### src/sv/bpq_pkg.sv
// ----------------------------------------------------------------------------
// bpq_pkg
// Types and codes shared by the button and proximity qualifier.
// ----------------------------------------------------------------------------
package bpq_pkg;

	localparam int unsigned CNT_W   = 16;
	localparam int unsigned LEVEL_W = 12;
	localparam int unsigned IDX_W   = 3;

	localparam logic [CNT_W-1:0] CNT_MAX = '1;

	typedef enum logic [1:0] {
		OP_TICK  = 2'd0,
		OP_BTN   = 2'd1,
		OP_LIGHT = 2'd2,
		OP_DIST  = 2'd3
	} op_t;

	typedef enum logic [IDX_W-1:0] {
		REG_SHORT_PRESS = 3'd0,
		REG_LONG_PRESS  = 3'd1,
		REG_IDLE_RESET  = 3'd2,
		REG_LIGHT_LEVEL = 3'd3,
		REG_LIGHT_DWELL = 3'd4,
		REG_DIST_LEVEL  = 3'd5,
		REG_DIST_DWELL  = 3'd6
	} reg_idx_t;

	// button verdicts
	localparam logic [1:0] BTN_NONE  = 2'd0;
	localparam logic [1:0] BTN_SHORT = 2'd1;
	localparam logic [1:0] BTN_LONG  = 2'd2;

	// light verdicts
	localparam logic [1:0] LIGHT_NONE  = 2'd0;
	localparam logic [1:0] LIGHT_BOTH  = 2'd1;
	localparam logic [1:0] LIGHT_LEFT  = 2'd2;
	localparam logic [1:0] LIGHT_RIGHT = 2'd3;

	localparam logic [1:0] VERDICT_TICK = 2'd0;

	typedef struct packed {
		logic [CNT_W-1:0]   short_press_count;
		logic [CNT_W-1:0]   long_press_count;
		logic [CNT_W-1:0]   idle_reset_ticks;
		logic [LEVEL_W-1:0] light_level;
		logic [CNT_W-1:0]   light_dwell;
		logic [LEVEL_W-1:0] distance_level;
		logic [CNT_W-1:0]   distance_dwell;
	} cfg_t;

	typedef struct packed {
		op_t                op;
		logic               button_level;
		logic [LEVEL_W-1:0] light_left;
		logic [LEVEL_W-1:0] light_right;
		logic [LEVEL_W-1:0] distance;
	} item_t;

	function automatic logic [CNT_W-1:0] sat_inc(input logic [CNT_W-1:0] v);
		sat_inc = (v == CNT_MAX) ? v : v + 1'b1;
	endfunction

endpackage

### src/sv/button_and_proximity_qualifier.sv
// ----------------------------------------------------------------------------
// button_and_proximity_qualifier
// Debounced short/long press detection plus light and distance dwell checks.
// ----------------------------------------------------------------------------
//  channel | handshake                    | payload
//  --------+------------------------------+------------------------------------
//  in      | in_valid / in_stall          | op, button_level, light_left,
//          |                              | light_right, distance
//  out     | out_valid / out_stall        | verdict
//  config  | wr_en (no wait)              | wr_index, wr_data
//
// One word per cycle sustained while the output is not stalled; each
// accepted word gives one result word: input register, then the state
// update feeds the output register in the same cycle.
// Reset clears all counters and sensor verdicts, loads register defaults.
// A stalled output register keeps the input register full; in_stall rises
// only while both the input and output registers hold a word.
module button_and_proximity_qualifier #(
	parameter int unsigned SAMPLE_PERIOD = 3
) (
	input  logic                         clk,
	input  logic                         arst_n,
	input  logic                         wr_en,
	input  logic [bpq_pkg::IDX_W-1:0]    wr_index,
	input  logic [bpq_pkg::CNT_W-1:0]    wr_data,
	input  logic                         in_valid,
	output logic                         in_stall,
	input  bpq_pkg::op_t                 op,
	input  logic                         button_level,
	input  logic [bpq_pkg::LEVEL_W-1:0]  light_left,
	input  logic [bpq_pkg::LEVEL_W-1:0]  light_right,
	input  logic [bpq_pkg::LEVEL_W-1:0]  distance,
	output logic                         out_valid,
	input  logic                         out_stall,
	output logic [1:0]                   verdict
);
	import bpq_pkg::*;

	cfg_t       cfg;
	item_t      item_s1;
	logic       valid_s1;
	logic       out_valid_q;
	logic [1:0] verdict_q;
	logic [1:0] verdict_c;
	logic       out_load, fire, in_take;

	assign out_load = !out_valid_q || !out_stall;
	assign fire     = valid_s1 && out_load;
	assign in_stall = valid_s1 && !out_load;
	assign in_take  = in_valid && !in_stall;

	bpq_cfg u_cfg (
		.clk      (clk),
		.arst_n   (arst_n),
		.wr_en    (wr_en),
		.wr_index (wr_index),
		.wr_data  (wr_data),
		.cfg      (cfg)
	);

	bpq_core #(
		.SAMPLE_PERIOD (SAMPLE_PERIOD)
	) u_core (
		.clk     (clk),
		.arst_n  (arst_n),
		.cfg     (cfg),
		.fire    (fire),
		.item    (item_s1),
		.verdict (verdict_c)
	);

	always_ff @(posedge clk or negedge arst_n) begin
		if (!arst_n) begin
			valid_s1 <= 1'b0;
		end else if (in_take || fire) begin
			valid_s1 <= in_take;
		end
	end

	always_ff @(posedge clk) begin
		if (in_take) begin
			item_s1.op           <= op;
			item_s1.button_level <= button_level;
			item_s1.light_left   <= light_left;
			item_s1.light_right  <= light_right;
			item_s1.distance     <= distance;
		end
	end

	always_ff @(posedge clk or negedge arst_n) begin
		if (!arst_n) begin
			out_valid_q <= 1'b0;
		end else if (out_load) begin
			out_valid_q <= valid_s1;
		end
	end

	always_ff @(posedge clk) begin
		if (fire) begin
			verdict_q <= verdict_c;
		end
	end

	assign out_valid = out_valid_q;
	assign verdict   = verdict_q;

endmodule

### src/sv/bpq_cfg.sv
// ----------------------------------------------------------------------------
// bpq_cfg
// Configuration register file, write only.
// ----------------------------------------------------------------------------
module bpq_cfg (
	input  logic                         clk,
	input  logic                         arst_n,
	input  logic                         wr_en,
	input  logic [bpq_pkg::IDX_W-1:0]    wr_index,
	input  logic [bpq_pkg::CNT_W-1:0]    wr_data,
	output bpq_pkg::cfg_t                cfg
);
	import bpq_pkg::*;

	cfg_t cfg_q;

	always_ff @(posedge clk or negedge arst_n) begin
		if (!arst_n) begin
			cfg_q.short_press_count <= CNT_W'(5);
			cfg_q.long_press_count  <= CNT_W'(300);
			cfg_q.idle_reset_ticks  <= CNT_W'(2100);
			cfg_q.light_level       <= LEVEL_W'(300);
			cfg_q.light_dwell       <= CNT_W'(300);
			cfg_q.distance_level    <= LEVEL_W'(60);
			cfg_q.distance_dwell    <= CNT_W'(300);
		end else if (wr_en) begin
			unique case (wr_index)
				REG_SHORT_PRESS: cfg_q.short_press_count <= wr_data;
				REG_LONG_PRESS:  cfg_q.long_press_count  <= wr_data;
				REG_IDLE_RESET:  cfg_q.idle_reset_ticks  <= wr_data;
				REG_LIGHT_LEVEL: cfg_q.light_level       <= wr_data[LEVEL_W-1:0];
				REG_LIGHT_DWELL: cfg_q.light_dwell       <= wr_data;
				REG_DIST_LEVEL:  cfg_q.distance_level    <= wr_data[LEVEL_W-1:0];
				REG_DIST_DWELL:  cfg_q.distance_dwell    <= wr_data;
				default: ;
			endcase
		end
	end

	assign cfg = cfg_q;

endmodule

### src/sv/bpq_core.sv
// ----------------------------------------------------------------------------
// bpq_core
// Counter state and verdict logic; one word is applied per enabled cycle.
// ----------------------------------------------------------------------------
module bpq_core #(
	parameter int unsigned SAMPLE_PERIOD = 3
) (
	input  logic          clk,
	input  logic          arst_n,
	input  bpq_pkg::cfg_t cfg,
	input  logic          fire,
	input  bpq_pkg::item_t item,
	output logic [1:0]    verdict
);
	import bpq_pkg::*;

	localparam int unsigned PH_W = (SAMPLE_PERIOD > 1) ? $clog2(SAMPLE_PERIOD) : 1;
	localparam logic [PH_W-1:0] PH_LAST = PH_W'(SAMPLE_PERIOD - 1);

	logic [CNT_W-1:0] tick_timer_q, press_count_q, light_count_q, distance_count_q;
	logic [1:0]       light_verdict_q;
	logic             distance_verdict_q;
	// tick_timer modulo SAMPLE_PERIOD, kept alongside the timer
	logic [PH_W-1:0]  phase_q;

	logic [CNT_W-1:0] tick_timer_d, press_count_d, light_count_d, distance_count_d;
	logic [1:0]       light_verdict_d;
	logic             distance_verdict_d;
	logic [PH_W-1:0]  phase_d;
	logic [CNT_W-1:0] tt_inc, pc_smp;
	logic             left_blk, right_blk, dist_blk;

	always_comb begin
		left_blk  = item.light_left > cfg.light_level;
		right_blk = item.light_right > cfg.light_level;
		dist_blk  = item.distance < cfg.distance_level;

		tick_timer_d       = tick_timer_q;
		press_count_d      = press_count_q;
		light_count_d      = light_count_q;
		distance_count_d   = distance_count_q;
		light_verdict_d    = light_verdict_q;
		distance_verdict_d = distance_verdict_q;
		phase_d            = phase_q;
		verdict            = VERDICT_TICK;

		pc_smp = (phase_q == '0 && item.button_level) ? sat_inc(press_count_q)
			: press_count_q;
		tt_inc = sat_inc(tick_timer_q);

		case (item.op)
			OP_TICK: begin
				press_count_d = pc_smp;
				tick_timer_d  = tt_inc;
				// phase freezes along with a saturated timer
				if (tick_timer_q != CNT_MAX)
					phase_d = (phase_q == PH_LAST) ? '0 : phase_q + 1'b1;
				if (tt_inc >= cfg.idle_reset_ticks && !item.button_level) begin
					tick_timer_d  = '0;
					press_count_d = '0;
					phase_d       = '0;
				end
				if (left_blk || right_blk) begin
					light_count_d = (light_verdict_q == LIGHT_NONE)
						? sat_inc(light_count_q) : '0;
				end else begin
					light_count_d   = '0;
					light_verdict_d = LIGHT_NONE;
				end
				if (dist_blk) begin
					distance_count_d = !distance_verdict_q
						? sat_inc(distance_count_q) : '0;
				end else begin
					distance_count_d   = '0;
					distance_verdict_d = 1'b0;
				end
			end
			OP_BTN: begin
				if (item.button_level) begin
					if (press_count_q > cfg.long_press_count) begin
						tick_timer_d  = '0;
						press_count_d = '0;
						phase_d       = '0;
						verdict       = BTN_LONG;
					end
				end else if (press_count_q > cfg.short_press_count) begin
					tick_timer_d  = '0;
					press_count_d = '0;
					phase_d       = '0;
					verdict       = BTN_SHORT;
				end
			end
			OP_LIGHT: begin
				if (light_count_q > cfg.light_dwell) begin
					// neither blocked: keep the previous verdict
					if (left_blk && right_blk)
						light_verdict_d = LIGHT_BOTH;
					else if (left_blk)
						light_verdict_d = LIGHT_LEFT;
					else if (right_blk)
						light_verdict_d = LIGHT_RIGHT;
				end else begin
					light_verdict_d = LIGHT_NONE;
				end
				verdict = light_verdict_d;
			end
			default: begin
				distance_verdict_d = distance_count_q > cfg.distance_dwell;
				verdict            = {1'b0, distance_verdict_d};
			end
		endcase
	end

	always_ff @(posedge clk or negedge arst_n) begin
		if (!arst_n) begin
			tick_timer_q       <= '0;
			press_count_q      <= '0;
			light_count_q      <= '0;
			distance_count_q   <= '0;
			light_verdict_q    <= LIGHT_NONE;
			distance_verdict_q <= 1'b0;
			phase_q            <= '0;
		end else if (fire) begin
			tick_timer_q       <= tick_timer_d;
			press_count_q      <= press_count_d;
			light_count_q      <= light_count_d;
			distance_count_q   <= distance_count_d;
			light_verdict_q    <= light_verdict_d;
			distance_verdict_q <= distance_verdict_d;
			phase_q            <= phase_d;
		end
	end

endmodule

### config.mk
export PLATFORM = sky130hd
export DESIGN_NAME = button_and_proximity_qualifier
export DESIGN_NICKNAME = d
export VERILOG_FILES = /design/src/sv/bpq_pkg.sv /design/src/sv/button_and_proximity_qualifier.sv /design/src/sv/bpq_cfg.sv /design/src/sv/bpq_core.sv
export SDC_FILE = /design/constraint.sdc
export NUM_CORES = 1
export LEC_CHECK = 0
export BUFFER_PORTS_ARGS = -buffer_cell sky130_fd_sc_hd__buf_2
export CORE_MARGIN = 8
export CORE_UTILIZATION = 60
export CTS_BUF_LIST = sky130_fd_sc_hd__clkbuf_2 sky130_fd_sc_hd__clkbuf_4 sky130_fd_sc_hd__clkbuf_8
export DETAILED_ROUTE_END_ITERATION = 7
export PLACE_DENSITY = 0.79
export REMOVE_ABC_BUFFERS = 1
export SYNTH_ARGS = -nofsm -noshare
export SYNTH_HDL_FRONTEND = slang
export SYNTH_SLANG_ARGS = --single-unit
### constraint.sdc
create_clock -name clk -period 10.87 [get_ports clk]
set_clock_uncertainty 0.1 [all_clocks]
set_input_delay 3.261 -clock clk [delete_from_list [all_inputs] [get_ports clk]]
set_output_delay 3.261 -clock clk [all_outputs]
set_load 0.05 [all_outputs]
# After elaboration in Yosys (flattened, before gate mapping)
# Cells that the tools add are included.
[totals]
register_bits = 216
inputBits = 63
output_inout_bits = 4
elab_cells = 129
[classes]
addsub = 5
n_lt_le_gt_ge = 8
eq_ne = 23
n_mux = 35
n_bitwise = 1
n_reduce_logical = 35
[op_table]
columns = ["op", "n"]
rows = [
  ["two-way mux 16 bit", 14],
  ["adder 16 x 1 -> 16 bit, second input constant", 4],
  ["equality test 16 bit, second input constant", 4],
  ["greater-than comparator 16 bit", 4],
  ["one-hot mux 16 bit (2 select lines)", 2],
  ["two-way mux 2 bit", 13],
  ["greater-than comparator 12 bit", 2],
  [">= comparator 16 bit", 1],
  ["!= test 16 bit, second input constant", 1],
  ["AND reduction 2 bit", 7],
  ["less-than comparator 12 bit", 1],
  ["AND reduction 3 bit", 4],
  ["equality test 3 bit, second input constant", 3],
  ["!= test 3 x 2 -> 1 bit, second input constant", 3],
  ["one-hot mux 2 bit (2 select lines)", 2],
  ["equality test 3 x 2 -> 1 bit, second input constant", 2],
  ["logical AND 1 bit", 6],
  ["zero test 2 bit", 3],
  ["!= test 3 x 1 -> 1 bit, second input constant", 2],
  ["!= test 3 bit, second input constant", 2],
  ["one-hot mux 2 bit (3 select lines)", 1],
  ["AND reduction 6 bit", 1],
  ["zero test 1 bit", 5],
  ["AND reduction 5 bit", 1],
  ["other kinds (13)", 19],
]

# Depth between registers and ports, before layout
# Gate-level depths: netlist of the first run.
[logic_depth]
word_depth = 7
ltp_mapped = 19
depth_no_buf = 17

# Cells and area by module
# From an unflattened synthesis of the first run, not the netlist that was laid out.
[unflattened]
hier_cells = 1123
hier_area_um2 = 12210.5
[by_module_without_submodules]
columns = ["module", "n_inst", "cells_per_inst", "area_per_inst_um2", "seq_area_each_um2"]
rows = [
  ["bpq_core", 1, 849, 6812.8, 1726.7],
  ["bpq_cfg", 1, 225, 4073.9, 2635.0],
  ["button_and_proximity_qualifier", 1, 49, 1323.8, 1281.2],
]

# Worst setup path before layout of the first run
# OpenSTA, ideal clock, no wires.
[synth_timing]
path_kind = "input to output"
from = "input port out_stall"
to = "output port in_stall"
arrival_time_ns = 3.686
required_ns = 7.509
slack_ns = 3.823
stages = 2
cell_sequence = "nand3_1 -> inv_1"
[synth_between]
elab_chain_len = 4
[synth_rtl]
columns = ["element", "line", "source"]
rows = [
  ["start: declaration", "button_and_proximity_qualifier.sv:34", "input logic out_stall,"],
  ["zero test 1 bit", "button_and_proximity_qualifier.sv:47", "assign out_load = !out_valid_q || !out_stall;"],
  ["logical OR 1 bit", "button_and_proximity_qualifier.sv:47", ""],
  ["zero test 1 bit", "button_and_proximity_qualifier.sv:49", "assign in_stall = valid_s1 && !out_load;"],
  ["logical AND 1 bit", "button_and_proximity_qualifier.sv:49", ""],
  ["end: declaration", "button_and_proximity_qualifier.sv:27", "output logic in_stall,"],
]
# Every way passes these cells.

# Worst setup path in the final report of the first run
# Ends and elaborated chain as after synthesis.

==> impl_metrics.json, run 1 <==
{
  "utilization_pct": 68.3,
  "gp_congestion": 0.865,
  "cts_setup_buffers": 0,
  "grt_pass1_wl_um": 48100,
  "grt_max_degree": 104,
  "crit_path_cell_trace": "buf_2 -> nand3_1 -> inv_1 -> buf_2",
  "p_leak_nw": 6.21,
  "critPathCaptureType": "output pin",
  "numClockSinks": 216,
  "first_pass_iters": 5,
  "area_growth_pct": 12.5,
  "clk_pin_slew_ns": 0.05,
  "ys_seq_elements": 216,
  "drive_above_1_share_pct": 17.8,
  "n_antenna_cell": 0,
  "tns_ns": 0,
  "dieHeight_um": 159,
  "insertion_delay_ns": 0.53,
  "synth_edf_count": 41,
  "path_max_fanout": 3,
  "cpLargestDelayFamily": "buffers and inverters",
  "p_total_mw": 2.58,
  "critPathLaunchType": "input pin",
  "dp_hpwl_um": 20400,
  "rsz0062_at_grt": "false",
  "grt_pass1_vias": 9577,
  "pre_cts_ws_ns": 3.75,
  "max_slew_margin_pct": 26.7,
  "wirelength_um": 29000,
  "critPathKind": "input pin to output pin",
  "drv_slew": 0,
  "die_area_um2": 25200,
  "cts_tree": "yes",
  "gr-total-overflow": 0,
  "via_per_inst": 5.87,
  "hold_violations": 0,
  "drt-initial-drc-count": 634,
  "cts_resized": 0,
  "io_pins": 67,
  "synth.distinct_cells": 68,
  "fin_ws_ns": 3.75,
  "core_area_um2": 20100,
  "rows": 52,
  "max_slew.worst_pin.slew_ns": 1.09,
  "hold_path_class": "register to register",
  "detail-route-antenna-nets": 0,
  "ys_async_sr_fraction_pct": 81.0,
  "crit_path_max_incr_delay_ns": 0.25,
  "crit_buf_inv": 3,
  "finalCritPeriodShare_pct": 65.5,
  "dpl.cell_count": 1552,
  "syn_area_um2": 12200,
  "cpMaxStageDelayCell": "buf_2",
  "final_cells": 1624,
  "io_buffers": 66,
  "yosysWarnings": 0,
  "gr-usage-all-layers_pct": 24.1,
  "layout_min_cycle_time_ns": 7.12,
  "cts-hold-fix-buffers": 0,
  "synth_ff_type": "dfrtp_1",
  "fin_nets": 1509,
  "cts_buffers": 39,
  "drc": 0,
  "required_ns": 7.51,
  "p_per_area_nw_per_um2": 188,
  "vdd_drop_max_mv": 0.120,
  "outcome": "completed",
  "num_vias": 9528,
  "initial_core_util_pct": 60.7,
  "setup_viol": 0,
  "post_drt_wl_per_cell_um": 17.9,
  "die_x_um": 159,
  "clock_path_buffers": 3,
  "avgSynthCellArea_um2": 9.83,
  "synthCells": 1242,
  "cap_violations": 0,
  "root_buffer": "clkbuf_8",
  "max_freq_mhz": 140,
  "antenna_found_initial": 0,
  "h-tree-depth": 2,
  "worstPathArrival_ns": 3.76,
  "path_common_cell": "buf_2",
  "yosysSeqAreaShare_pct": 46.2
}
-- logic make-up after synthesis --
| group | count (synthesis) | share of synthesized area (%) |
|---|---|---|
| compound gates | 311 | 15.7 |
| fa+ha+maj | 123 | 12.6 |
| buf+inv | 160 | 5.05 |
| xor+xnor | 10 | 0.718 |
| flops | 216 | 46.2 |
| simple gates | 376 | 15.5 |
| mux | 46 | 4.22 |
-- sequential cells by signal, summed over array words and instances, names as in the netlist, 2 cells and up --
signal and flops:
item_s1 39, verdict 2, u_core.light_count_q 16, u_core.press_count_q 16
u_core.distance_count_q 16, u_core.phase_q 2, u_core.tick_timer_q 16, u_cfg.cfg 104
u_core.light_verdict_q 2
-- cell usage after synthesis (all sizes together) (9+ instances only) --
master	number	area [um^2]
a21o	13	97.6
nand4	32	206
nor2b	13	81.3
a21oi	66	330
xnor2	9	78.8
nor2	40	150
a22o	14	123
mux2	44	495
nand3	39	195
clkbuf	26	97.6
nand2	145	544
o211ai	10	75.1
dfstp	26	683
o21ai	135	679
o31ai	19	156
edfxtp	41	1230
nor3	21	105
or3	14	87.6
buf	10	53.8
ha	123	1540
and2	13	81.3
and3	12	75.1
a31oi	14	103
inv	123	462
dfrtp	149	3730
nand2b	11	68.8
-- layout by cell type (no fill, tap or decap), types with 4 or more instances in the layout --
cell	n
nand4_1	31
nand3_1	39
mux2_2	44
a21oi_1	66
or2_2	6
and2_1	12
nor3_1	19
o21a_1	4
o311ai_0	5
a211oi_1	4
a31oi_1	13
o211ai_1	10
edfxtp_1	41
nor4_1	5
and4_1	5
ha_1	123
o21ai_1	10
buf_2	65
dfrtp_1	149
nor2_1	40
clkbuf_4	11
nand2b_1	11
or4_1	6
or3_1	14
xnor2_1	9
buf_4	10
o21ai_0	124
clkbuf_8	50
a22o_1	14
o31ai_1	18
and3_1	12
clkinv_2	5
nand2_1	145
nor2b_1	13
dfstp_2	26
inv_1	123
a21o_1	13
-- power by group --
part / internal [mW] / switching, mW / total, mW
combinational: 0.262 / 0.363 / 0.625
clock: 0.524 / 0.343 / 0.868
sequential: 0.980 / 0.103 / 1.08
total: 1.77 / 0.809 / 2.58
-- through the flow --
step | area [um^2] | hold slack (ns)
after floorplan | 12100 | 0.356
after global placement | 12800 | 0.371
after detailed placement | 12800 | 0.381
after CTS | 13700 | 0.402
after global routing | 13700 | 0.416
final | 13700 | 0.397
-- per-layer routing --
metal  share of wire, %  GRT usage [%]
met4                3.0           9.25
met3                4.9           3.61
met2                 49           39.6
met1                 44           31.6
met5                  0              0
-- layout make-up --
type / instances / area (um^2)
clock buffers: 61 / 771
clock inverters: 11 / 138
fillers: 1548 / 6370
inverters: 124 / 465
multi-input cells: 866 / 5970
flip-flops and latches: 216 / 5640
well taps: 270 / 338
repair buffers: 76 / 412
-- path summary, 6_finish.rpt --
kind	slack, ns	cells past startpoint	endpoint	startpoint
min in group asynchronous	2.77	1	u_cfg.cfg[54]$_DFFE_PN0P_	arst_n
min	0.40	1	out_valid$_DFFE_PN0P_	valid_s1$_DFFE_PN0P_
min reg2reg	0.40	1	out_valid$_DFFE_PN0P_	valid_s1$_DFFE_PN0P_
max reg2reg	5.72	16	u_core.tick_timer_q[13]$_DFFE_PN0P_	u_core.tick_timer_q[0]$_DFFE_PN0P_
max	3.75	4	in_stall	out_stall
max in group asynchronous	6.39	2	u_cfg.cfg[70]$_DFFE_PN0P_	arst_n
Power figures use the tool's default switching activity.
==> inputs of run 2 (changes only) <==
==> constraint.sdc (replaced) <==
create_clock -name clk -period 6.8 [get_ports clk]
set_clock_uncertainty 0.1 [all_clocks]
set_input_delay 2.04 -clock clk [delete_from_list [all_inputs] [get_ports clk]]
set_output_delay 2.04 -clock clk [all_outputs]
set_load 0.05 [all_outputs]
==> run 2 against run 1 <==
Die area stayed put. Critical path depth rose by 12. Cell count is essentially flat. Global-route usage shrank 0.074 points. Sequential share of layout area rose by 0.11 points. First-iteration DRC count grew 13%.
==> impl_metrics.json, run 2 (synthesis results as in run 1) <==
{
  "outcome": "completed",
  "grt_pass1_wl_um": 47300,
  "clkPwrFrac_pct": 32.7,
  "cts_buffers": 39,
  "cts_tree": "yes",
  "hold_path_class": "register to register",
  "vdd_drop_max_mv": 0.158,
  "n_antenna_cell": 0,
  "grt_max_degree": 95,
  "internal_power_mw": 2.76,
  "die_x_um": 159,
  "hold_violations": 0,
  "gp_congestion": 0.868,
  "fin_ws_ns": 1.90,
  "num_vias": 9559,
  "max_slew_margin_pct": 30.3,
  "io_pins": 67,
  "h-tree-depth": 2,
  "area_growth_pct": 12.2,
  "die_area_um2": 25200,
  "via_per_inst": 5.88,
  "wirelength_um": 29300,
  "dieHeight_um": 159,
  "drt-initial-drc-count": 719,
  "swShare_pct": 31.7,
  "max_freq_mhz": 204,
  "cap_violations": 0,
  "insertion_delay_ns": 0.54,
  "finalCritPeriodShare_pct": 72.0,
  "cts_setup_buffers": 0,
  "critPathCaptureType": "register",
  "core_area_um2": 20100,
  "pwr-share-seq_pct": 42.8,
  "cts-hold-fix-buffers": 0,
  "worstPathArrival_ns": 5.26,
  "p_per_area_nw_per_um2": 295,
  "gr-total-overflow": 0,
  "gr-usage-all-layers_pct": 24.0,
  "clock_path_buffers": 3,
  "fin_nets": 1511,
  "largest_reg_flops": 104,
  "antenna_found_initial": 0,
  "hold_slack_ns": 0.392,
  "numClockSinks": 216,
  "final_cells": 1625,
  "post_drt_wl_per_cell_um": 18.0,
  "rsz0062_at_grt": "false",
  "io_buffers": 66,
  "grt_pass1_vias": 9300,
  "p_switching_mw": 1.28,
  "path_max_fanout": 17,
  "detail-route-antenna-nets": 0,
  "stdcell_area_um2": 13700,
  "max_slew.worst_pin.slew_ns": 1.05,
  "drv_slew": 0,
  "final_cell_mix": "149 x dfrtp_1, 145 x nand2_1, 124 x o21ai_0, 123 x inv_1, 123 x ha_1",
  "initial_core_util_pct": 60.7,
  "clk_pin_slew_ns": 0.06,
  "tns_ns": 0,
  "cts_resized": 0,
  "drc": 0,
  "p_comb_share_pct": 24.5,
  "critPathKind": "register to register",
  "first_pass_iters": 5,
  "root_buffer": "clkbuf_8",
  "pre_cts_ws_ns": 1.98,
  "dpl.cell_count": 1554,
  "required_ns": 7.16,
  "final_common_cell": "dfrtp_1",
  "rows": 52,
  "p_leak_nw": 6.20,
  "setup_viol": 0,
  "drive_above_1_share_pct": 17.6,
  "final.fill_count": 1512,
  "placed_area_um2": 12800,
  "layout_min_cycle_time_ns": 4.90,
  "critPathLaunchType": "register",
  "dp_hpwl_um": 20500
}
-- run 2: cell types whose count changed in the layout (fill, tap and decap cells not counted), sizes merged --
cell      previous run  this run
buf                 76        78
bufinv               3         1
clkbuf              61        62
clkinv               6         9
clkinvlp             3         0
-- run 2: path summary, 6_finish.rpt --
kind | start | depth (start not counted) | slack [ns] | endpoint
min | u_core.phase_q[1]$_DFFE_PN0P_ | 1 | 0.39 | u_core.phase_q[1]$_DFFE_PN0P_
min reg2reg | u_core.phase_q[1]$_DFFE_PN0P_ | 1 | 0.39 | u_core.phase_q[1]$_DFFE_PN0P_
min in group asynchronous | arst_n | 1 | 1.52 | u_cfg.cfg[54]$_DFFE_PN0P_
max in group asynchronous | arst_n | 2 | 3.93 | u_cfg.cfg[37]$_DFFE_PN0P_
max | u_core.tick_timer_q[0]$_DFFE_PN0P_ | 16 | 1.90 | u_core.tick_timer_q[13]$_DFFE_PN0P_
max reg2reg | u_core.tick_timer_q[0]$_DFFE_PN0P_ | 16 | 1.90 | u_core.tick_timer_q[13]$_DFFE_PN0P_
-- run 2: power groups by stage --
stage,combinational [mW],clock [mW],sequential (mW)
6_report,0.992,1.32,1.73
5_1_grt,1.14,1.40,1.76
4_1_cts,0.992,1.34,1.73
3_5_place_dp,0.978,0,1.75
3_3_place_gp,0.933,0,1.73
2_1_floorplan,0.711,0,1.70
-- run 2: layer usage --
metal  up-vias  track usage, %  share of wire [%]
li1       4639               -                  -
met1      4593            30.8                 43
met2       253            39.4                 48
met3        74            3.96                5.2
met4         0            10.6                3.7
met5         -               0                  0
-- run 2: area by class of cell --
class	instances	area (um^2)	area share [%]
tap	270	338	2.47
clock buffer	62	791	5.77
sequential	216	5640	41.2
inverter	124	465	3.40
timing repair buffer	78	427	3.12
clock inverter	9	66.3	0.484
multi-input combinational	866	5970	43.6
-- run 2: metrics by stage --
stage	util [%]	total power, mW
2_1_floorplan	-	2.41
3_3_place_gp	63.9	2.67
3_5_place_dp	63.9	2.72
4_1_cts	68.1	4.06
5_1_grt	68.1	4.29
6_report	68.1	4.04
-- run 2: worst max-delay path: stages (launching register included) --
cell and delay, ns:
dfrtp_1 0.42, ha_1 0.25, nand2_1 0.09, nor4_1 0.54
nand3_1 0.42, and2_1 0.27, and3_1 0.20, xor2_1 0.14
ha_1 0.30, a21oi_1 0.14, o21a_1 0.16, o21ai_0 0.09
o211ai_1 0.21, a41o_1 0.63, and2_1 0.53, o21ai_0 0.16
a21oi_1 0.16
